$ cat config.mk
export PLATFORM = sky130hd
export DESIGN_NAME = mcwa_fifo
export DESIGN_NICKNAME = d
export VERILOG_FILES = /design/src/design/mcwa_pkg.sv /design/src/design/mcwa_fifo.sv
export SDC_FILE = /design/constraint.sdc
export NUM_CORES = 1
export LEC_CHECK = 0
export CORE_MARGIN = 2
export CORE_UTILIZATION = 50
export CTS_CLUSTER_DIAMETER = 60
export DETAILED_ROUTE_END_ITERATION = 6
export DONT_BUFFER_PORTS = 1
export HOLD_SLACK_MARGIN = 0.03
export PLACE_DENSITY = 0.71
export SLEW_MARGIN = 10
export SYNTH_ARGS = -nofsm -noshare
export SYNTH_HDL_FRONTEND = slang
export SYNTH_SLANG_ARGS = --single-unit
$ cat constraint.sdc
create_clock -name clk -period 4.2 [get_ports clk]
set_clock_uncertainty 0.2 [all_clocks]
set_input_delay 0.21 -clock clk [delete_from_list [all_inputs] [get_ports clk]]
set_output_delay 0.21 -clock clk [all_outputs]
set_load 0.01 [all_outputs]
$ cat src/design/mcwa_pkg.sv
// Package for the multi-channel window average block.
// Holds field widths, command, channel and register codes and the queue item type.
// No dependencies; every other file of the block but mcwa_div imports it.
`default_nettype none

package mcwa_pkg;

  localparam int TIME_W     = 32;
  localparam int CMD_W      = 2;
  localparam int CH_W       = 3;
  localparam int GRP_W      = 2;
  localparam int NUM_CH     = 6;
  localparam int NUM_GRP    = 4;
  localparam int CFG_IDX_W  = 1;
  localparam int CFG_DATA_W = 32;
  localparam int WL_CFG_W   = 9;
  localparam int FIFO_DEPTH = 2;

  // Commands.
  localparam logic [CMD_W-1:0] CMD_RENDER = 2'd0;
  localparam logic [CMD_W-1:0] CMD_ASIM   = 2'd1;
  localparam logic [CMD_W-1:0] CMD_SIM    = 2'd2;
  localparam logic [CMD_W-1:0] CMD_IO     = 2'd3;

  // Channels, in result order.
  localparam logic [CH_W-1:0] CH_ACTIVE_RENDER = 3'd0;
  localparam logic [CH_W-1:0] CH_RENDER        = 3'd1;
  localparam logic [CH_W-1:0] CH_ACTIVE_SIM    = 3'd2;
  localparam logic [CH_W-1:0] CH_SIM           = 3'd3;
  localparam logic [CH_W-1:0] CH_INPUT         = 3'd4;
  localparam logic [CH_W-1:0] CH_AUDIO         = 3'd5;

  // Groups that share a fill count and a write position.
  localparam logic [GRP_W-1:0] GRP_RENDER = 2'd0;
  localparam logic [GRP_W-1:0] GRP_ASIM   = 2'd1;
  localparam logic [GRP_W-1:0] GRP_SIM    = 2'd2;
  localparam logic [GRP_W-1:0] GRP_IO     = 2'd3;

  // Configuration register indexes.
  localparam logic [CFG_IDX_W-1:0] REG_WINDOW_LENGTH = 1'd0;
  localparam logic [CFG_IDX_W-1:0] REG_EXPECTED_SIM  = 1'd1;

  // One classified request waiting for the back end.
  typedef struct packed {
    logic [GRP_W-1:0]  grp;
    logic [CH_W-1:0]   ch_a;
    logic [CH_W-1:0]   ch_b;
    logic              pair;
    logic              asim;
    logic              io;
    logic [TIME_W-1:0] first_time;
    logic [TIME_W-1:0] second_time;
  } item_t;

endpackage

`default_nettype wire

$ cat src/design/mcwa_fifo.sv
// Short request queue between the front end and the back end.
// Depends on mcwa_pkg for item_t and FIFO_DEPTH.
`default_nettype none

module mcwa_fifo import mcwa_pkg::*; #(
  localparam int PTR_W = (FIFO_DEPTH > 1) ? $clog2(FIFO_DEPTH) : 1,
  localparam int CNT_W = $clog2(FIFO_DEPTH + 1)
) (
  input  logic             clk,
  input  logic             rst_n,
  input  logic             push,
  input  item_t            push_item,
  output logic             full,
  input  logic             pop,
  output logic             pop_vld,
  output item_t            pop_item,
  output logic [CNT_W-1:0] cnt
);

  localparam logic [PTR_W-1:0] LAST = PTR_W'(FIFO_DEPTH - 1);

  item_t            slot_r [FIFO_DEPTH];
  logic [PTR_W-1:0] wr_ptr_r;
  logic [PTR_W-1:0] rd_ptr_r;
  logic [CNT_W-1:0] cnt_r;

  assign full     = (cnt_r == CNT_W'(FIFO_DEPTH));
  assign pop_vld  = (cnt_r != '0);
  assign pop_item = slot_r[rd_ptr_r];
  assign cnt      = cnt_r;

  always_ff @(posedge clk) begin
    if (push) begin
      slot_r[wr_ptr_r] <= push_item;
    end
  end

  always_ff @(posedge clk) begin
    if (!rst_n) begin
      wr_ptr_r <= '0;
      rd_ptr_r <= '0;
      cnt_r    <= '0;
    end else begin
      if (push) begin
        wr_ptr_r <= (wr_ptr_r == LAST) ? '0 : wr_ptr_r + 1'b1;
      end
      if (pop) begin
        rd_ptr_r <= (rd_ptr_r == LAST) ? '0 : rd_ptr_r + 1'b1;
      end
      if (push && !pop) begin
        cnt_r <= cnt_r + 1'b1;
      end else if (pop && !push) begin
        cnt_r <= cnt_r - 1'b1;
      end
    end
  end

endmodule

`default_nettype wire

# Word-level counts from Yosys, hierarchy flattened
# Memory sizes are Yosys's and may differ from the RTL's. A register that Yosys moved wholly into a read port is not among the register bits.
# Index checks and enable logic that the tools add are counted.
[word_totals] output_inout_bits=79 word_cells=23 ff_bits=4 mem_bits_rw=150 input_bits=79 n_memories=1
[op_classes] n_addsub=4 n_eq_ne=1 n_mux=8 n_reduce_logical=6
[mem_list] name="slot_r" words=2 word_bits=75 read_ports=1 rd_clocked_by_memory_dff=1 wr=1 line_no="mcwa_fifo.sv:22" rtl="item_t slot_r [FIFO_DEPTH];"
[ops] cell="$mux W1" count=6
[ops] cell="$mux W2" count=2
[ops] cell="$reduce_bool A2 Y1" count=2
[ops] cell="$add A1 B1 Y1 const B" count=2
[ops] cell="$add A2 B1 Y2 const B" count=1
[ops] cell="$eq A2 B2 Y1 const B" count=1
[ops] cell="$logic_and A1 B1 Y1" count=2
[ops] cell="$logic_not A1 Y1" count=2
[ops] cell="$sub A2 B1 Y2 const B" count=1

# Logic depth before layout (Yosys ltp)
# Gate-level depths: netlist (run 1).
[logic_depth] ltp_word=4 depth_mapped=5 depth_no_buf=5

# Least setup slack after synthesis (run 1)
# OpenSTA, ideal clock, no wires.
[synth_path] path_type="register to register" startpoint="register wr_ptr_r" endpoint="memory slot_r[0][0] in the netlist's numbering (enable)" setup_slack_ps=-172 n_path_buf=0 path_stages_with_launch=2 setup_time_ps=518 t_arrival_ps=3653 synth_period_minus_slack_ps=4372 required_time_ps=3482 path_cell_list="dfxtp_1 > nor2b_1"
[synth_lines] element="start: declaration" line_no="mcwa_fifo.sv:23" rtl="logic [PTR_W-1:0] wr_ptr_r;"
[synth_lines] element="start signal: assignment" line_no="mcwa_fifo.sv:45" rtl="wr_ptr_r <= (wr_ptr_r == LAST) ? '0 : wr_ptr_r + 1'b1;"
[synth_lines] element="end: declaration" line_no="mcwa_fifo.sv:22"
# No word-level cell before the write port.

==> impl_metrics.csv, run 1 <==
group,metric,value,unit
outcome,status,"completed",
power,power-per-cell-area,505.7,mW/mm2
setup_path,endpoint_kind,"primary output",
sta,fin_crit,2.338,ns
setup_path,max_stage_delay,1.01,ns
yosys,mappedNetlistArea,0.005648,mm2
yosys,synth-simple-area-share,0.01041,
floorplanning,fp.dieArea,0.01216,mm2
power,power_leakage,2.424,nW
sta,slew_headroom,0.3116,
global_route,grt_remaining_overflow,0,
global_route,use_met2,0.2656,
routing,ant_nets,0,
clocking,clk_latency,0.41,ns
routing,drt_pre_antenna_iters,4,
sta,setup_violations,0,
routing,vias,2581,
sta,grt_setup_unrepaired,"false",
global_route,grt_pass1_vias,2708,
setup_path,crit_family,"flip-flops",
hold_path,hp-start,"push",
clocking,htreeDepth,4,
global_route,globalRouteMet3Util,0.06467,
clocking,numCtsBuffers,17,
cells_and_area,nFillCells,739,
hold_path,holdPathEnd,"slot_r[0][63]$_DFFE_PP_",
global_route,grt_max_degree,76,
yosys,syn_inst,255,
setup_path,worstPathBufferInverterCount,0,
yosys,synthTopCellsByArea,"edfxtp_1, mux2_2, dfxtp_1, buf_6, and2_1",
yosys,synth_top_family_by_area,"multiplexers",
power,ir_drop,275.7,uV
clocking,ctsHoldBuffers,79,
yosys,synth_seq_area_share,0.8152,
routing,detail_route.wl_per_cell,18.87,um
global_route,grt_busiest_layer,"met2",
floorplanning,fp.dieW,110.3,um
clocking,cts_sinks,155,
floorplanning,initial_core_util,0.5165,
routing,drt_iter0_drc,130,
sta,worst_pin_slew,1.033,ns
global_route,antenna_found_initial,0,
setup_path,startpoint_type,"flip-flop",
yosys,synth_compound_area_frac,0.003545,
run,drv_cap,0,
setup_path,cp_data_arrival_time,1.93,ns
sta,max_freq,427.7,MHz
setup_path,worst_path_max_delay_cell,"dfxtp_4",
floorplanning,die_h,110.3,um
place,io_buffers,0,
yosys,synthMuxAreaShare,0.1495,
setup_path,timing.rr.end,"wr_ptr_r$_SDFFE_PN0P_",
setup_path,path_max_fanout,75,
cells_and_area,nets,426,
clocking,clock-root-buffer,"clkbuf_16",
global_route,grt_pass1_wl,13490,um
floorplanning,ioPinCount,158,
hold_path,hold_depth,1,
yosys,synth_top_area_share,0.7975,
global_route,grt_use_total,0.1539,
sta,maxSlewViolCount,0,
place,place.gp.congestion,0.6754,
clocking,ctsResizeCount,0,
sta,post-route-period-util,0.5567,
sta,tns,0,ns
setup_path,r2r_start,"wr_ptr_r$_SDFFE_PN0P_",
setup_path,worstSetupPathType,"reg -> out",
cells_and_area,diodes,0,
clocking,cts_setup_buffers,0,
yosys,synth_xor_area_frac,0.004652,
yosys,yosysWarnings,0,
yosys,syn_area_per_cell,22.15,um2
setup_path,r2r_setup_slack,2.08,ns
setup_path,r2r_cells,3,
setup_path,path_cells,"mux2_2",
clocking,clock_path_buffers,2,
yosys,synthesis.nets,335,
yosys,synth_top_area_cell,"edfxtp_1",
routing,drt-total-wl,9416,um
global_route,use_met1,0.1699,
routing,via_per_inst,5.172,
yosys,ys_types,17,
sta,final-hold-violation-count,0,
setup_path,critPathRequiredTime,3.79,ns
floorplanning,fp.coreArea,0.01094,mm2
yosys,synth_seq_cells,155,
clocking,cts_tree,"built",
routing,drcViolationCount,0,
hold_path,hold_class,"in -> reg",
clocking,cts.clk_slew.worst_paths,0.06,ns
cells_and_area,area_growth,26.94,%
cells_and_area,drive_gt1_frac,0.3064,
floorplanning,num_rows,38,
yosys,synth_fa_ha_area_frac,0.002215,
place,dp_hpwl,5363,um
sta,worst_hold_slack,0.06377,ns
==> cell usage in the layout, fill, tap and decap left out, types with 2 or more instances in the layout <==
cell / instances
clkbuf_16: 17
clkinv_4: 3
inv_6: 3
mux2_2: 75
dfxtp_1: 4
xor2_1: 2
clkinv_1: 2
clkinvlp_4: 2
bufinv_16: 3
edfxtp_1: 150
and2_1: 3
dlygate4sd3_1: 79
==> worst reg2reg max path, delay by kind of cell, from the launching register on <==
family | cells | cell delay (ns)
compound gates | 1 | 0.24
buf+inv | 1 | 0.54
flops | 1 | 0.34
simple gates | 1 | 0.74
==> where the power goes <==
group	switching (mW)	leakage, nW	internal (mW)
Sequential	0.0489	1.45	1.79
Combinational	0.136	0.687	0.142
Clock	0.574	0.286	0.937
Total	0.760	2.42	2.87
==> area by class of cell <==
cell class / count / area [um2] / area share
multi-input cells: 91 / 972.2 / 0.1356
repair buffers: 80 / 810.8 / 0.1131
well taps: 140 / 175.2 / 0.02443
clock inverters: 14 / 170.2 / 0.02373
flip-flops and latches: 155 / 4608 / 0.6428
clock buffers: 18 / 429.2 / 0.05986
inverters: 1 / 3.754 / 0.0005236
==> per-layer routing <==
| layer | up-vias | part of all wire |
|---|---|---|
| li1 | 1194 | - |
| met1 | 1274 | 0.38 |
| met2 | 104 | 0.52 |
| met3 | 9 | 0.089 |
| met4 | 0 | 0.0079 |
| met5 | - | 0 |
==> registers in the layout, summed over array words and instances (netlist names), named ones only <==
signal    flops
cnt           2
rd_ptr_r      1
slot_r      150
wr_ptr_r      1
==> per-stage QoR <==
step	area (um2)	utilization	worst slack, ns	std cells	power [mW]
3_5_place_dp	5779	0.5285	2.186	388	2.082
5_1_grt	7169	0.6556	1.749	499	3.756
4_1_cts	7169	0.6556	1.828	499	3.673
3_3_place_gp	5779	0.5285	2.195	388	2.076
2_1_floorplan	5650	-	1.284	255	2.045
6_report	7169	0.6556	1.862	499	3.626
==> cells in the mapped netlist <==
cell type and n:
buf_2 2, mux2_2 75, dfxtp_1 5, buf_6 6
o21ai_0 1, and2b_2 1, or2_2 1, o21a_1 1
ha_1 1, and2_1 4, xnor2_1 1, edfxtp_1 150
a21boi_1 1, or3_1 1, nor2b_1 2, xor2_1 2
inv_1 1
==> cells by family after synthesis <==
kind of cell	Yosys count
flip-flops	155
multiplexers	75
buffers and inverters	9
AND/OR/NAND/NOR	9
AO/OA/AOI/OAI	3
XOR/XNOR	3
adder cells (fa/ha/maj)	1
==> how the worst max path moves through the flow <==
stage	to	slack (ns)	cells past startpoint
finish	pop_item[5]	1.86	1
detailed placement	slot_r[0][36]$_DFFE_PP_	2.19	2
floorplan	slot_r[0][0]$_DFFE_PP_	1.28	1
global placement	slot_r[0][14]$_DFFE_PP_	2.19	2
CTS	pop_item[32]	1.83	1
global route	pop_item[32]	1.75	1
Power figures use the tool's default switching activity.
==> inputs of run 2 (changes only) <==
Settings changed: ABC_AREA set to 1, PLACE_DENSITY 0.71 to 0.68.
Clock period 4.2 ns to 2.2 ns, I/O delays scaled along.
==> impl_metrics.csv, run 2 <==
group,metric,value,unit
outcome,status,"completed",
routing,drt-total-wl,10230,um
global_route,grt_max_degree,35,
routing,vias,2739,
power,power_leakage,2.705,nW
routing,via_per_inst,5.247,
setup_path,path_cells,"nand2_1, nand2_1, dlygate4sd3_1, nor2_1, dlygate4sd3_1",
yosys,synth_edf_count,150,
clocking,cts_tree,"built",
place,dp_slack,0.5946,ns
setup_path,startpoint_type,"flip-flop",
cells_and_area,final_cell_mix,"edfxtp_1, dlygate4sd3_1, mux2_4, mux2_2, clkbuf_16",
floorplanning,fp.dieArea,0.01256,mm2
floorplanning,num_rows,39,
power,ir_drop,455.3,uV
cells_and_area,largest-register,"slot_r",
yosys,mappedNetlistArea,0.005842,mm2
yosys,synthFlopType,"edfxtp_1",
clocking,clk_latency,0.41,ns
yosys,ys_top_cells_by_count,"edfxtp_1, mux2_4, mux2_2, nand2_1",
yosys,syn_area_per_cell,21.80,um2
place,dp_hpwl,6180,um
cells_and_area,nFillCells,779,
sta,worst_pin_slew,0.4314,ns
setup_path,max_stage_delay,0.55,ns
clocking,cts_sinks,155,
setup_path,endpoint_kind,"flip-flop",
yosys,synthTopCellsByArea,"edfxtp_1, mux2_4, mux2_2, dfxtp_1, buf_6",
yosys,syn_inst,268,
cells_and_area,final_common_cell,"edfxtp_1",
setup_path,critPathRequiredTime,2.30,ns
setup_path,cp_data_arrival_time,2.16,ns
sta,grt_setup_unrepaired,"false",
sta,max_freq,485.7,MHz
clocking,clock_path_buffers,2,
place,dp_cells,412,
hold_path,hold_class,"in -> reg",
hold_path,hp-start,"push_item[56]",
place,io_buffers,0,
sta,maxSlewViolCount,0,
global_route,grt_remaining_overflow,0,
setup_path,path_max_fanout,3,
floorplanning,die_h,112.1,um
hold_path,holdPathEnd,"slot_r[1][56]$_DFFE_PP_",
global_route,grt_pass1_wl,15700,um
routing,drt_iter0_drc,149,
sta,setup_violations,0,
setup_path,r2r_cells,5,
cells_and_area,area_growth,28.51,%
setup_path,r2r_start,"wr_ptr_r$_SDFFE_PN0P_",
clocking,ctsResizeCount,0,
routing,ant_nets,0,
setup_path,timing.rr.end,"wr_ptr_r$_SDFFE_PN0P_",
sta,slew_headroom,0.7124,
yosys,synth_seq_area_share,0.7882,
setup_path,worst_path_max_delay_cell,"dlygate4sd3_1",
yosys,synth_seq_cells,155,
yosys,synth_top_area_cell,"edfxtp_1",
hold_path,hold_depth,1,
clocking,clock-root-buffer,"clkbuf_16",
sta,fin_crit,2.059,ns
cells_and_area,drive_gt1_frac,0.2955,
yosys,yosysWarnings,0,
global_route,grt_use_total,0.1673,
floorplanning,ioPinCount,158,
floorplanning,fp.dieW,112.1,um
run,drv_cap,0,
sta,tns,0,ns
cells_and_area,nets,449,
setup_path,worstSetupPathType,"reg -> reg",
yosys,synth-async-reset-ratio,0,
floorplanning,initial_core_util,0.5116,
cells_and_area,diodes,0,
cells_and_area,final_cells,522,
sta,setup_ws,0.1412,ns
floorplanning,fp.coreArea,0.01142,mm2
clocking,ctsHoldBuffers,81,
place,place.gp.congestion,0.7258,
routing,drcViolationCount,0,
global_route,grt_pass1_vias,2975,
clocking,cts_setup_buffers,0,
sta,final-hold-violation-count,0,
routing,detail_route.wl_per_cell,19.60,um
sta,post-route-period-util,0.9358,
global_route,antenna_found_initial,0,
yosys,synthesis.nets,348,
yosys,synth_top_area_share,0.7710,
power,p_total,7.108,mW
clocking,numCtsBuffers,17,
yosys,yosysMostFrequentCell,"edfxtp_1",
cells_and_area,largest_reg_flops,150,
yosys,ys_types,14,
power,power-per-cell-area,946.8,mW/mm2
routing,drt_pre_antenna_iters,4,
cells_and_area,fin_util,0.6575,
setup_path,r2r_setup_slack,0.14,ns
clocking,cts.clk_slew.worst_paths,0.06,ns
clocking,htreeDepth,4,
==> run 2: cells by family after synthesis <==
kind of cell               synth area share
muxes                                0.1767
and+or+nand+nor                     0.01285
buffers and inverters               0.01842
DFF                                  0.7882
adders and majority gates          0.002141
AOI/OAI and AO/OA                  0.001712
==> run 2: power breakdown <==
part / total [mW] / internal, mW / switching [mW] / leakage [nW]
clock: 3.02 / 1.98 / 1.04 / 0.294
combinational: 0.610 / 0.314 / 0.296 / 0.962
sequential: 3.48 / 3.42 / 0.0616 / 1.45
==> run 2: how the worst max path moves through the flow <==
stage / slack (ns) / cells past startpoint / from / end
6_report: 0.14 / 5 / wr_ptr_r$_SDFFE_PN0P_ / wr_ptr_r$_SDFFE_PN0P_
5_1_grt: 0.09 / 2 / flip-flop / pop_item[60]
4_1_cts: 0.15 / 2 / flip-flop / pop_item[60]
3_5_place_dp: 0.59 / 2 / flip-flop / pop_item[60]
3_3_place_gp: 0.59 / 2 / flip-flop / pop_item[60]
2_1_floorplan: 0.07 / 2 / wr_ptr_r$_SDFFE_PN0P_ / slot_r[1][0]$_DFFE_PP_
==> run 2: critical path, delay by kind of cell, from the launching register on <==
family	cells	cell delay [ns]
flops	1	0.39
simple gates	3	0.24
buf+inv	2	1.10
==> run 2: cell type report <==
class	instances	area, um2	share of cell area
well taps	143	178.9	0.02383
clock inverters	10	175.2	0.02333
multi-input cells	97	1137	0.1515
clock buffers	19	432.9	0.05767
repair buffers	90	940.9	0.1253
inverters	8	33.78	0.004500
flip-flops and latches	155	4608	0.6138
==> run 2: per-layer routing <==
| metal | up-vias | global-route usage | part of all wire |
|---|---|---|---|
| met5 | - | 0 | 0 |
| met4 | 0 | 0.06748 | 0.014 |
| met1 | 1371 | 0.1966 | 0.41 |
| met2 | 113 | 0.2855 | 0.52 |
| li1 | 1241 | - | - |
| met3 | 14 | 0.05562 | 0.062 |
==> run 2: metrics by stage <==
| stage | cell area, um2 | hold WS (ns) |
|---|---|---|
| CTS | 7507 | 0.1360 |
| floorplan | 5853 | 0.008869 |
| finish | 7507 | 0.1477 |
| global route | 7507 | 0.1287 |
| detailed placement | 6088 | 0.008944 |
| global placement | 6088 | 0.008955 |
==> inputs of run 3 (changes only) <==
Clock period 2.2 ns to 2.3 ns, I/O delays scaled along.
==> impl_metrics.csv, run 3 (synthesis results as in run 2) <==
group,metric,value,unit
outcome,status,"completed",
global_route,grt_remaining_overflow,0,
floorplanning,fp.dieW,112.1,um
clocking,clock_path_buffers,2,
power,ir_drop,543.9,uV
power,power_leakage,2.656,nW
cells_and_area,final_cell_mix,"edfxtp_1, dlygate4sd3_1, mux2_4, mux2_2, clkbuf_16",
cells_and_area,multi_input_area,0.001137,mm2
place,dp_hpwl,6164,um
sta,grt_setup_unrepaired,"false",
cells_and_area,drive_gt1_frac,0.2947,
cells_and_area,area_growth,26.84,%
global_route,antenna_found_initial,0,
hold_path,hp-start,"push",
cells_and_area,nets,447,
setup_path,path_max_fanout,3,
place,place.gp.congestion,0.7268,
clocking,clk_latency,0.41,ns
clocking,cts_setup_buffers,0,
routing,via_per_inst,5.218,
clocking,htreeDepth,4,
routing,drt_iter0_drc,112,
routing,drcViolationCount,0,
cells_and_area,largest-register,"slot_r",
floorplanning,fp.dieArea,0.01256,mm2
setup_path,crit_path_start,"wr_ptr_r$_SDFFE_PN0P_",
power,p_total,6.509,mW
floorplanning,initial_core_util,0.5116,
run,drv_cap,0,
sta,post-route-period-util,0.8786,
setup_path,worst_path_max_delay_cell,"dlygate4sd3_1",
floorplanning,num_rows,39,
setup_path,r2r_cells,5,
clocking,clock-root-buffer,"clkbuf_16",
routing,drt_pre_antenna_iters,5,
setup_path,critPathRequiredTime,2.40,ns
global_route,grt_pass1_wl,15520,um
sta,final-hold-violation-count,0,
hold_path,hold_class,"in -> reg",
sta,max_freq,494.9,MHz
cells_and_area,final-seq-area,0.004608,mm2
cells_and_area,largest_reg_flops,150,
routing,detail_route.wl_per_cell,19.04,um
global_route,grt_pass1_vias,2849,
sta,fin_crit,2.021,ns
cells_and_area,final_cells,523,
floorplanning,fp.coreArea,0.01142,mm2
sta,worst_pin_slew,0.4714,ns
power,power-per-cell-area,878.5,mW/mm2
sta,setup_violations,0,
routing,vias,2729,
clocking,cts_sinks,155,
floorplanning,ioPinCount,158,
clocking,cts_tree,"built",
routing,ant_nets,0,
clocking,ctsHoldBuffers,81,
hold_path,hold_depth,3,
setup_path,endpoint_kind,"flip-flop",
sta,tns,0,ns
place,dp_cells,410,
cells_and_area,final_common_cell,"edfxtp_1",
cells_and_area,nFillCells,804,
setup_path,path_cells,"nand2_1, nand2_1, dlygate4sd3_1, nor2_1, dlygate4sd3_1",
setup_path,startpoint_type,"flip-flop",
setup_path,cp_data_arrival_time,2.12,ns
clocking,numCtsBuffers,17,
floorplanning,die_h,112.1,um
clocking,cts.clk_slew.worst_paths,0.06,ns
sta,slew_headroom,0.6858,
sta,maxSlewViolCount,0,
setup_path,r2r_start,"wr_ptr_r$_SDFFE_PN0P_",
clocking,ctsResizeCount,0,
global_route,grt_use_total,0.1650,
place,io_buffers,0,
routing,drt-total-wl,9956,um
setup_path,worstSetupPathType,"reg -> reg",
setup_path,max_stage_delay,0.55,ns
cells_and_area,diodes,0,
global_route,grt_max_degree,44,
[run 3: cell types whose count changed in the layout (fill, tap and decap cells not counted)]
cell / delta
buf_12: -3
clkinv_4: +3
bufinv_16: -3
buf_4: +1
clkbuf_1: +2
clkinv_1: -1
clkinvlp_4: +2
[run 3: area by class of cell]
cell class                      count  area share
Sequential cell                   155      0.6219
Inverter                            8    0.004559
Timing Repair Buffer               88      0.1199
Tap cell                          143     0.02415
Clock inverter                     11     0.01655
Multi-Input combinational cell     97      0.1535
Clock buffer                       21     0.05944
[run 3: routing by layer]
layer  GRT usage  up-vias  wire length (um)
li1            -     1239                 -
met1      0.1959     1362              3888
met2      0.2687      116              5105
met3     0.07181       12               830
met4     0.06260        0               131
met5           0        -                 0
[run 3: final timing paths]
path	slack [ns]	to
hold / removal	0.12	slot_r[1][0]$_DFFE_PP_
setup reg to reg	0.28	wr_ptr_r$_SDFFE_PN0P_
setup / recovery	0.28	wr_ptr_r$_SDFFE_PN0P_
hold reg to reg	0.34	rd_ptr_r$_SDFFE_PN0P_
[run 3: metrics by stage]
step | util | hold slack (ns) | worst slack, ns | instance area, um2
2_1_floorplan | - | 0.01387 | 0.1747 | 5853
3_3_place_gp | 0.5286 | 0.01394 | 0.7229 | 6036
3_5_place_dp | 0.5286 | 0.01394 | 0.7185 | 6036
4_1_cts | 0.6489 | 0.1114 | 0.2978 | 7410
5_1_grt | 0.6489 | 0.1440 | 0.1783 | 7410
6_report | 0.6489 | 0.1170 | 0.2792 | 7410
[run 3: worst max-delay path, delay by kind of cell, from the launching register on]
family | cells | cell delay (ns)
DFF | 1 | 0.39
buffers and inverters | 2 | 1.09
and+or+nand+nor | 3 | 0.24
[run 3: where the power goes]
group | internal [mW] | switching (mW) | total (mW)
registers | 3.27 | 0.0489 | 3.32
clock network | 1.59 | 1.03 | 2.62
logic | 0.288 | 0.287 | 0.575
